<file path="src/rtl/core/pidc_pkg.sv">
package pidc_pkg;

	// Item kinds
	localparam logic [1:0] KIND_COMPUTE = 2'd0;
	localparam logic [1:0] KIND_AUTO    = 2'd1;

	// Configuration register indexes
	localparam int CFG_IDX_W = 3;
	localparam logic [CFG_IDX_W-1:0] REG_PROP_GAIN    = 3'd0;
	localparam logic [CFG_IDX_W-1:0] REG_INTEG_GAIN   = 3'd1;
	localparam logic [CFG_IDX_W-1:0] REG_DERIV_GAIN   = 3'd2;
	localparam logic [CFG_IDX_W-1:0] REG_REVERSE_MODE = 3'd3;
	localparam logic [CFG_IDX_W-1:0] REG_DRIVE_MIN    = 3'd4;
	localparam logic [CFG_IDX_W-1:0] REG_DRIVE_MAX    = 3'd5;

	localparam int GAIN_W  = 24;
	localparam int SIG_W   = 16;
	localparam int ERR_W   = 17;
	localparam int DERR_W  = 18;
	localparam int FRAC_W  = 16;
	localparam int PROD_W  = GAIN_W + 1 + ERR_W;   // gain (as signed) x error
	localparam int DPROD_W = GAIN_W + 1 + DERR_W;  // gain (as signed) x error change
	localparam int SUM_W   = 45;                   // drive sum, Q.16
	localparam int CLIP_W  = 32;                   // width seen by the clamp

	typedef struct packed {
		logic [GAIN_W-1:0]       prop_gain;
		logic [GAIN_W-1:0]       integ_gain;
		logic [GAIN_W-1:0]       deriv_gain;
		logic                    reverse_mode;
		logic signed [SIG_W-1:0] drive_min;
		logic signed [SIG_W-1:0] drive_max;
	} pidc_cfg_t;

	typedef struct packed {
		logic [1:0]              kind;
		logic signed [SIG_W-1:0] setpoint;
		logic signed [SIG_W-1:0] measurement;
		logic signed [SIG_W-1:0] held_output;
	} pidc_sample_t;

	typedef struct packed {
		logic                      compute;
		logic                      mode_chg;
		logic                      auto_mode;
		logic signed [SIG_W-1:0]   held_output;
		logic signed [PROD_W-1:0]  prop_term;
		logic signed [PROD_W-1:0]  integ_term;
		logic signed [DPROD_W-1:0] deriv_term;
	} pidc_prod_t;

	typedef struct packed {
		logic signed [SIG_W-1:0] drive;
		logic                    computed;
		logic                    automatic_res;
	} pidc_result_t;

	// Upper is tested first: inverted limits give hi above hi, else lo.
	function automatic logic signed [SIG_W-1:0] clamp_lim(
		input logic signed [CLIP_W-1:0] v,
		input logic signed [SIG_W-1:0]  lo,
		input logic signed [SIG_W-1:0]  hi
	);
		logic signed [CLIP_W-1:0] lo_x;
		logic signed [CLIP_W-1:0] hi_x;
		lo_x = CLIP_W'(lo);
		hi_x = CLIP_W'(hi);
		if (v > hi_x) begin
			return hi;
		end else if (v < lo_x) begin
			return lo;
		end else begin
			return v[SIG_W-1:0];
		end
	endfunction

endpackage

</file>
<file path="src/rtl/core/pidc_if.sv">
interface pidc_in_if;
	logic              valid;
	logic              ready;
	logic [1:0]        kind;
	logic signed [15:0] setpoint;
	logic signed [15:0] measurement;
	logic signed [15:0] held_output;

	modport source(output valid, kind, setpoint, measurement, held_output, input ready);
	modport sink(input valid, kind, setpoint, measurement, held_output, output ready);
endinterface

interface pidc_out_if;
	logic               valid;
	logic               ready;
	logic signed [15:0] drive;
	logic               computed;
	logic               automatic_res;

	modport source(output valid, drive, computed, automatic_res, input ready);
	modport sink(input valid, drive, computed, automatic_res, output ready);
endinterface

</file>
<file path="src/rtl/core/pidc_cfg_regs.sv">
module pidc_cfg_regs (
	input  logic                             clk,
	input  logic                             arst_n,
	input  logic                             cfg_we,
	input  logic [pidc_pkg::CFG_IDX_W-1:0]   cfg_index,
	input  logic [pidc_pkg::GAIN_W-1:0]      cfg_wdata,
	output pidc_pkg::pidc_cfg_t              cfg
);

	pidc_pkg::pidc_cfg_t cfg_q;

	always_ff @(posedge clk or negedge arst_n) begin
		if (!arst_n) begin
			cfg_q.prop_gain    <= '0;
			cfg_q.integ_gain   <= '0;
			cfg_q.deriv_gain   <= '0;
			cfg_q.reverse_mode <= 1'b0;
			cfg_q.drive_min    <= 16'sh8000;
			cfg_q.drive_max    <= 16'sh7fff;
		end else if (cfg_we) begin
			unique case (cfg_index)
				pidc_pkg::REG_PROP_GAIN:    cfg_q.prop_gain    <= cfg_wdata;
				pidc_pkg::REG_INTEG_GAIN:   cfg_q.integ_gain   <= cfg_wdata;
				pidc_pkg::REG_DERIV_GAIN:   cfg_q.deriv_gain   <= cfg_wdata;
				pidc_pkg::REG_REVERSE_MODE: cfg_q.reverse_mode <= cfg_wdata[0];
				pidc_pkg::REG_DRIVE_MIN:    cfg_q.drive_min    <= cfg_wdata[15:0];
				pidc_pkg::REG_DRIVE_MAX:    cfg_q.drive_max    <= cfg_wdata[15:0];
				default: ;  // unknown index: ignored
			endcase
		end
	end

	assign cfg = cfg_q;

endmodule

</file>
<file path="src/rtl/core/pidc_mul_stage.sv">
module pidc_mul_stage (
	input  logic                  clk,
	input  logic                  arst_n,
	input  pidc_pkg::pidc_cfg_t   cfg,
	input  logic                  in_valid,
	output logic                  in_ready,
	input  pidc_pkg::pidc_sample_t in_data,
	output logic                  prod_valid,
	input  logic                  prod_ready,
	output pidc_pkg::pidc_prod_t  prod
);

	logic                   valid_s1;
	pidc_pkg::pidc_sample_t sample_s1;
	logic                   valid_s2;
	pidc_pkg::pidc_prod_t   prod_s2;

	logic signed [pidc_pkg::ERR_W-1:0] prev_err_q;
	logic                              auto_q;

	logic                               ready_s2;
	logic                               move_s12;
	logic signed [pidc_pkg::ERR_W-1:0]  sp_x;
	logic signed [pidc_pkg::ERR_W-1:0]  meas_x;
	logic signed [pidc_pkg::ERR_W-1:0]  err;
	logic signed [pidc_pkg::DERR_W-1:0] derr;
	logic                               is_compute;
	logic                               want_auto;
	logic                               compute;
	logic                               mode_chg;
	logic                               auto_next;
	pidc_pkg::pidc_prod_t               prod_d;

	assign ready_s2 = !valid_s2 || prod_ready;
	assign move_s12 = valid_s1 && ready_s2;
	assign in_ready = !valid_s1 || ready_s2;

	always_comb begin
		sp_x       = pidc_pkg::ERR_W'(sample_s1.setpoint);
		meas_x     = pidc_pkg::ERR_W'(sample_s1.measurement);
		err        = cfg.reverse_mode ? (sp_x + meas_x) : (sp_x - meas_x);
		derr       = pidc_pkg::DERR_W'(err) - pidc_pkg::DERR_W'(prev_err_q);
		is_compute = (sample_s1.kind == pidc_pkg::KIND_COMPUTE);
		want_auto  = (sample_s1.kind == pidc_pkg::KIND_AUTO);  // kind 3 acts as manual
		compute    = is_compute && auto_q;
		mode_chg   = !is_compute && (want_auto != auto_q);
		auto_next  = is_compute ? auto_q : want_auto;

		prod_d.compute     = compute;
		prod_d.mode_chg    = mode_chg;
		prod_d.auto_mode   = auto_next;
		prod_d.held_output = sample_s1.held_output;
		prod_d.prop_term   = $signed({1'b0, cfg.prop_gain}) * err;
		prod_d.integ_term  = $signed({1'b0, cfg.integ_gain}) * err;
		prod_d.deriv_term  = $signed({1'b0, cfg.deriv_gain}) * derr;
	end

	always_ff @(posedge clk or negedge arst_n) begin
		if (!arst_n) begin
			valid_s1   <= 1'b0;
			valid_s2   <= 1'b0;
			prev_err_q <= '0;
			auto_q     <= 1'b0;
		end else begin
			if (in_ready) begin
				valid_s1 <= in_valid;
			end
			if (ready_s2) begin
				valid_s2 <= valid_s1;
			end
			if (move_s12) begin
				auto_q <= auto_next;
				if (compute) begin
					prev_err_q <= err;
				end
			end
		end
	end

	always_ff @(posedge clk) begin
		if (in_valid && in_ready) begin
			sample_s1 <= in_data;
		end
		if (move_s12) begin
			prod_s2 <= prod_d;
		end
	end

	assign prod_valid = valid_s2;
	assign prod       = prod_s2;

endmodule

</file>
<file path="src/rtl/core/pidc_acc_stage.sv">
module pidc_acc_stage (
	input  logic                   clk,
	input  logic                   arst_n,
	input  pidc_pkg::pidc_cfg_t    cfg,
	input  logic                   prod_valid,
	output logic                   prod_ready,
	input  pidc_pkg::pidc_prod_t   prod,
	output logic                   res_valid,
	input  logic                   res_ready,
	output pidc_pkg::pidc_result_t res
);

	localparam int IRND_W = pidc_pkg::PROD_W - pidc_pkg::FRAC_W;  // rounded increment
	localparam int INEW_W = IRND_W + 1;
	localparam int DRND_W = pidc_pkg::SUM_W - pidc_pkg::FRAC_W;

	logic signed [pidc_pkg::SIG_W-1:0] integ_q;
	logic signed [pidc_pkg::SIG_W-1:0] last_drive_q;
	logic                              res_valid_q;
	pidc_pkg::pidc_result_t            res_q;

	logic                               move;
	logic signed [pidc_pkg::PROD_W-1:0] integ_biased;
	logic signed [IRND_W-1:0]           integ_inc;
	logic signed [INEW_W-1:0]           integ_sum;
	logic signed [pidc_pkg::SIG_W-1:0]  integ_clip;
	logic signed [pidc_pkg::SIG_W-1:0]  held_clip;
	logic signed [pidc_pkg::SUM_W-1:0]  drive_sum;
	logic signed [DRND_W-1:0]           drive_rnd;
	logic signed [pidc_pkg::SIG_W-1:0]  drive_new;
	pidc_pkg::pidc_result_t             res_d;

	assign prod_ready = !res_valid_q || res_ready;
	assign move       = prod_valid && prod_ready;

	always_comb begin
		// round half up, then add and saturate
		integ_biased = prod.integ_term + pidc_pkg::PROD_W'(32768);
		integ_inc    = integ_biased[pidc_pkg::PROD_W-1:pidc_pkg::FRAC_W];
		integ_sum    = INEW_W'(integ_inc) + INEW_W'(integ_q);
		integ_clip   = pidc_pkg::clamp_lim(pidc_pkg::CLIP_W'(integ_sum),
			cfg.drive_min, cfg.drive_max);
		held_clip    = pidc_pkg::clamp_lim(pidc_pkg::CLIP_W'(prod.held_output),
			cfg.drive_min, cfg.drive_max);

		drive_sum = pidc_pkg::SUM_W'(prod.prop_term)
			+ (pidc_pkg::SUM_W'(integ_clip) <<< pidc_pkg::FRAC_W)
			+ pidc_pkg::SUM_W'(prod.deriv_term)
			+ pidc_pkg::SUM_W'(32768);
		drive_rnd = drive_sum[pidc_pkg::SUM_W-1:pidc_pkg::FRAC_W];
		drive_new = pidc_pkg::clamp_lim(pidc_pkg::CLIP_W'(drive_rnd),
			cfg.drive_min, cfg.drive_max);

		res_d.drive         = prod.compute ? drive_new : last_drive_q;
		res_d.computed      = prod.compute;
		res_d.automatic_res = prod.auto_mode;
	end

	always_ff @(posedge clk or negedge arst_n) begin
		if (!arst_n) begin
			integ_q      <= '0;
			last_drive_q <= '0;
			res_valid_q  <= 1'b0;
		end else begin
			if (prod_ready) begin
				res_valid_q <= prod_valid;
			end
			if (move) begin
				if (prod.mode_chg) begin
					integ_q <= held_clip;
				end else if (prod.compute) begin
					integ_q      <= integ_clip;
					last_drive_q <= drive_new;
				end
			end
		end
	end

	always_ff @(posedge clk) begin
		if (move) begin
			res_q <= res_d;
		end
	end

	assign res_valid = res_valid_q;
	assign res       = res_q;

endmodule

</file>
<file path="src/rtl/core/pid_controller_step.sv">
// PID step with derivative on error and a clamped integral. Each input item is
// one of: compute (error = setpoint - measurement, or setpoint + measurement
// when reverse_mode is set), select automatic, or select manual (kind 3 is
// also manual). Every item returns exactly one result. A compute item in
// automatic mode adds round(ki*error) to the integral and saturates it to
// [drive_min, drive_max], then drives round(kp*error + integral + kd*delta)
// saturated to the same limits; gains are unsigned Q8.16. A compute item in
// manual mode and any mode item return the last drive with computed = 0. A
// real mode change seeds the integral from held_output, clamped. The block
// takes one item per clock while no result is held, and each item moves
// through an input register, a register after the three gain multipliers
// (25x17 for kp and ki, 25x18 for kd), and the result register after the
// integrate/sum/saturate logic. The previous error and the mode close within
// the multiplier stage, the integral and last drive within the last stage,
// so back-to-back items need no stall. Both sides are valid/ready; a held
// result stalls the chain one stage at a time. Gain rescaling for sample
// time and re-clamping on limit writes are up to software, which must write
// configuration only while the block is idle; the block does not enforce it.
module pid_controller_step (
	input  logic                           clk,
	input  logic                           arst_n,
	pidc_in_if.sink                        sample_in,
	pidc_out_if.source                     result_out,
	input  logic                           cfg_we,
	input  logic [pidc_pkg::CFG_IDX_W-1:0] cfg_index,
	input  logic [pidc_pkg::GAIN_W-1:0]    cfg_wdata
);

	pidc_pkg::pidc_cfg_t    cfg;
	pidc_pkg::pidc_sample_t sample;
	pidc_pkg::pidc_prod_t   prod;
	pidc_pkg::pidc_result_t res;
	logic                   prod_valid;
	logic                   prod_ready;

	// Packed view of the incoming item
	assign sample.kind        = sample_in.kind;
	assign sample.setpoint    = sample_in.setpoint;
	assign sample.measurement = sample_in.measurement;
	assign sample.held_output = sample_in.held_output;

	pidc_cfg_regs u_cfg (
		.clk       (clk),
		.arst_n    (arst_n),
		.cfg_we    (cfg_we),
		.cfg_index (cfg_index),
		.cfg_wdata (cfg_wdata),
		.cfg       (cfg)
	);

	// Error, error change and the three gain products
	pidc_mul_stage u_mul (
		.clk        (clk),
		.arst_n     (arst_n),
		.cfg        (cfg),
		.in_valid   (sample_in.valid),
		.in_ready   (sample_in.ready),
		.in_data    (sample),
		.prod_valid (prod_valid),
		.prod_ready (prod_ready),
		.prod       (prod)
	);

	// Integral update, drive sum, saturation and result register
	pidc_acc_stage u_acc (
		.clk        (clk),
		.arst_n     (arst_n),
		.cfg        (cfg),
		.prod_valid (prod_valid),
		.prod_ready (prod_ready),
		.prod       (prod),
		.res_valid  (result_out.valid),
		.res_ready  (result_out.ready),
		.res        (res)
	);

	assign result_out.drive         = res.drive;
	assign result_out.computed      = res.computed;
	assign result_out.automatic_res = res.automatic_res;

endmodule

</file>
<file path="src/flat_wrapper.sv">
// flat-port wrapper written by rule: the top's interface ports become plain ports
module pid_controller_step_flat 
  (clk, arst_n, cfg_we, cfg_index, cfg_wdata, sample_in_valid, sample_in_kind, sample_in_setpoint, sample_in_measurement, sample_in_held_output, sample_in_ready, result_out_valid, result_out_drive, result_out_computed, result_out_automatic_res, result_out_ready);
  pidc_in_if sample_in_i ();
  pidc_out_if result_out_i ();
  input  logic clk;
  input  logic arst_n;
  input  logic cfg_we;
  input  logic [pidc_pkg::CFG_IDX_W-1:0] cfg_index;
  input  logic [pidc_pkg::GAIN_W-1:0] cfg_wdata;
  input wire logic [$bits(sample_in_i.valid)-1:0] sample_in_valid;
  input wire logic [$bits(sample_in_i.kind)-1:0] sample_in_kind;
  input wire logic [$bits(sample_in_i.setpoint)-1:0] sample_in_setpoint;
  input wire logic [$bits(sample_in_i.measurement)-1:0] sample_in_measurement;
  input wire logic [$bits(sample_in_i.held_output)-1:0] sample_in_held_output;
  output wire logic [$bits(sample_in_i.ready)-1:0] sample_in_ready;
  output wire logic [$bits(result_out_i.valid)-1:0] result_out_valid;
  output wire logic [$bits(result_out_i.drive)-1:0] result_out_drive;
  output wire logic [$bits(result_out_i.computed)-1:0] result_out_computed;
  output wire logic [$bits(result_out_i.automatic_res)-1:0] result_out_automatic_res;
  input wire logic [$bits(result_out_i.ready)-1:0] result_out_ready;
  assign sample_in_i.valid = sample_in_valid;
  assign sample_in_i.kind = sample_in_kind;
  assign sample_in_i.setpoint = sample_in_setpoint;
  assign sample_in_i.measurement = sample_in_measurement;
  assign sample_in_i.held_output = sample_in_held_output;
  assign sample_in_ready = sample_in_i.ready;
  assign result_out_valid = result_out_i.valid;
  assign result_out_drive = result_out_i.drive;
  assign result_out_computed = result_out_i.computed;
  assign result_out_automatic_res = result_out_i.automatic_res;
  assign result_out_i.ready = result_out_ready;
  pid_controller_step u_core (.clk(clk), .arst_n(arst_n), .sample_in(sample_in_i), .result_out(result_out_i), .cfg_we(cfg_we), .cfg_index(cfg_index), .cfg_wdata(cfg_wdata));
endmodule
</file>
<file path="config.mk">
export PLATFORM = sky130hd
export DESIGN_NAME = pid_controller_step_flat
export DESIGN_NICKNAME = d
export VERILOG_FILES = /design/src/rtl/core/pidc_pkg.sv /design/src/rtl/core/pidc_if.sv /design/src/rtl/core/pidc_cfg_regs.sv /design/src/rtl/core/pidc_mul_stage.sv /design/src/rtl/core/pidc_acc_stage.sv /design/src/rtl/core/pid_controller_step.sv /design/src/flat_wrapper.sv
export SDC_FILE = /design/constraint.sdc
export NUM_CORES = 2
export LEC_CHECK = 0
export BUFFER_PORTS_ARGS = -buffer_cell sky130_fd_sc_hd__buf_2
export CAP_MARGIN = 20
export CORE_MARGIN = 3
export CORE_UTILIZATION = 35
export CTS_CLUSTER_SIZE = 12
export DETAILED_ROUTE_END_ITERATION = 12
export PLACE_DENSITY = 0.5
export SLEW_MARGIN = 40
export SYNTH_ARGS = -nofsm -noshare
export SYNTH_HDL_FRONTEND = slang
export SYNTH_HIERARCHICAL = 1
export SYNTH_SLANG_ARGS = --single-unit
</file>
<file path="constraint.sdc">
create_clock -name clk -period 16 [get_ports clk]
set_input_delay 3.2 -clock clk [delete_from_list [all_inputs] [get_ports clk]]
set_output_delay 3.2 -clock clk [all_outputs]
set_load 0.03 [all_outputs]
</file>
==> results.sh <==
export IMPL_htreeDepth=2
export IMPL_endpoint_kind="register"
export IMPL_syn_num_nets=8624
export IMPL_ctsHoldBuffers=0
export IMPL_max_freq_mhz=87.4
export IMPL_cts_tree="done"
export IMPL_numCtsBuffers=47
export IMPL_placed_area_um2=67300
export IMPL_cp_slowest_cell="dfrtp_1"
export IMPL_final_antenna_net_count=0
export IMPL_grt_pass1_wl_um=302000
export IMPL_grt_overflow_total=0
export IMPL_hpwl_um=157000
export IMPL_status="finished, final reports clean"
export IMPL_hold_viol_final=0
export IMPL_port_buffers=101
export IMPL_grt_usage_pct=20.9
export IMPL_setup_tns_ns=0
export IMPL_synth_cells=6806
export IMPL_wl_per_cell_um=21.4
export IMPL_cp_startpoint="u_core/u_cfg/cfg[32]$_DFFE_PN0P_"
export IMPL_crit_path_start_kind="register"
export IMPL_finalCritPeriodShare_pct=71.5
export IMPL_syn_area_per_cell_um2=9.42
export IMPL_die_area_um2=188000
export IMPL_hold_depth=0
export IMPL_rsz0062_at_grt="false"
export IMPL_whs_endpoint="u_core/u_acc/res[0]$_DFFE_PP_"
export IMPL_min_period_ns=11.44
export IMPL_cts_root_buf="clkbuf_16"
export IMPL_pre_cts_slack_ns=4.56
export IMPL_hold_class="reg2reg"
export IMPL_reg2reg_depth=32
export IMPL_die_w_um=434
export IMPL_r2r_end="u_core/u_mul/prod[35]$_DFFE_PP_"
export IMPL_clock_sinks=357
export IMPL_path_max_fanout=36
export IMPL_placement_rows=156
export IMPL_worstMarginPinSlew_ns=0.861
export IMPL_setup_slack_ns=4.56
export IMPL_cp_depth=32
export IMPL_clkTransAtPathRegs_ns=0.06
export IMPL_path_class="reg2reg"
export IMPL_cp_top_family="compound AO/OA/AOI/OAI gates"
export IMPL_die_y_um=434
export IMPL_crit_buf_inv=3
export IMPL_core_um2=182000
export IMPL_slew_headroom_pct=42.6
export IMPL_postCtsSetupRepairBufs=0
export IMPL_viasPerCell=5.14
export IMPL_reg2reg_slack_ns=4.56
export IMPL_start_util_pct=35.3
export IMPL_finClkSkew_ns=0.0683
export IMPL_hold_slack_ns=0.424
export IMPL_grt_pass1_vias=48900
export IMPL_cp_common_cell="fa_1"
export IMPL_design_area_um2=69100
export IMPL_drc=0
export IMPL_first_pass_iters=6
export IMPL_final_layout_size_suffix_gt1_share_pct=7.49
export IMPL_netlist_area_um2=64100
export IMPL_ctsResizeCount=0
export IMPL_insertion_delay_ns=0.67
export IMPL_wirelength_um=196000
export IMPL_boundaryPins=102
export IMPL_drt_iter0_drc=2681
export IMPL_final_max_slew_violation_count=0
export IMPL_area_growth_synth_to_final_pct=7.73
export IMPL_holdCritStartpoint="u_core/u_mul/prod[143]$_DFFE_PP_"
export IMPL_synth_warnings=6
export IMPL_cts_buffer_depth=3
export IMPL_gp_congestion=0.910
export IMPL_antenna_found_initial=15
export IMPL_cpPeakStageDelay_ns=0.73
export IMPL_max_cap_viol_count=0
export IMPL_r2r_start="u_core/u_cfg/cfg[32]$_DFFE_PN0P_"
export IMPL_crit_arrival_ns=11.84
export IMPL_grt_max_degree=71
export IMPL_vias=47000
export IMPL_setup_viol=0
export IMPL_fillCellCount=18400
export IMPL_cp_data_required_time_ns=16.41
export IMPL_nets=8564
[area by class of cell]
class | instances | area, um2 | share of cell area, %
inverters | 1272 | 4770 | 6.91
diodes | 2 | 5.00 | 0.00725
clock buffers | 55 | 1220 | 1.76
repair buffers | 175 | 1090 | 1.58
multi-input cells | 4893 | 48600 | 70.3
clock inverters | 33 | 465 | 0.674
well taps | 2370 | 2970 | 4.29
flip-flops and latches | 357 | 9970 | 14.4
[flip-flops by register name (all words and copies together), names as in the netlist]
signal and count:
u_core/u_mul/prod 131, u_core/u_cfg/cfg 105, u_core/u_acc/res 18, u_core/u_mul/sample_s1 18
u_core/u_mul/prev_err_q 17, u_core/u_acc/integ_q 16, u_core/u_acc/last_drive_q 16, u_core/u_mul/meas_x 16
u_core/u_mul/prod_d 16, u_core/u_acc/res_valid 1, u_core/u_mul/auto_q 1, u_core/u_mul/prod_valid 1
u_core/u_mul/valid_s1 1
[worst reg2reg max path: cells and delay by family (launching register included)]
kind | cells | cell delay (ns)
fa+ha+maj | 9 | 3.80
simple gates | 3 | 1.01
xor+xnor | 1 | 0.32
buf+inv | 3 | 0.77
flops | 1 | 0.73
compound gates | 15 | 4.14
mux | 1 | 0.42
[worst max path at each step]
stage | to | slack (ns)
2_1_floorplan | u_core/u_acc/res[15]$_DFFE_PP_ | 5.70
3_3_place_gp | u_core/u_mul/prod[35]$_DFFE_PP_ | 4.42
3_5_place_dp | u_core/u_mul/prod[40]$_DFFE_PP_ | 4.56
4_1_cts | u_core/u_mul/prod[40]$_DFFE_PP_ | 4.51
5_1_grt | u_core/u_mul/prod[40]$_DFFE_PP_ | 3.80
6_report | u_core/u_mul/prod[35]$_DFFE_PP_ | 4.56
[per-stage QoR]
step                      std cells  util (%)
final                          9157      38.1
after CTS                      9152      38.0
after global routing           9155      38.0
after detailed placement       9064      37.1
after floorplan                6806         -
after global placement         9064      37.0
[routing by layer]
metal,vias up,track usage [%],part of all wire [%]
met2,1140,34.8,47
met1,24200,28.8,45
met3,247,1.96,4.3
met4,4,6.06,3.2
met5,-,0,0.0072
li1,21500,-,-
[layout by cell type, fill, tap and decap left out, types with 47 or more instances in the layout]
| cell | count |
|---|---|
| mux2_2 | 118 |
| nor2_1 | 186 |
| a21o_1 | 100 |
| fa_1 | 1038 |
| o21ai_0 | 126 |
| nand2b_1 | 65 |
| xor2_1 | 68 |
| edfxtp_1 | 199 |
| clkbuf_16 | 47 |
| nor2b_1 | 85 |
| nand4_1 | 49 |
| ha_1 | 695 |
| dfrtp_1 | 127 |
| nand2_1 | 855 |
| buf_2 | 100 |
| buf_4 | 70 |
| and2_1 | 414 |
| a21oi_1 | 261 |
| inv_1 | 1271 |
| xnor2_1 | 117 |
| nand3_1 | 86 |
Power is left out: the tool's default activity adds up to more than one toggle a clock period on the data nets, which glitch-free logic cannot reach.
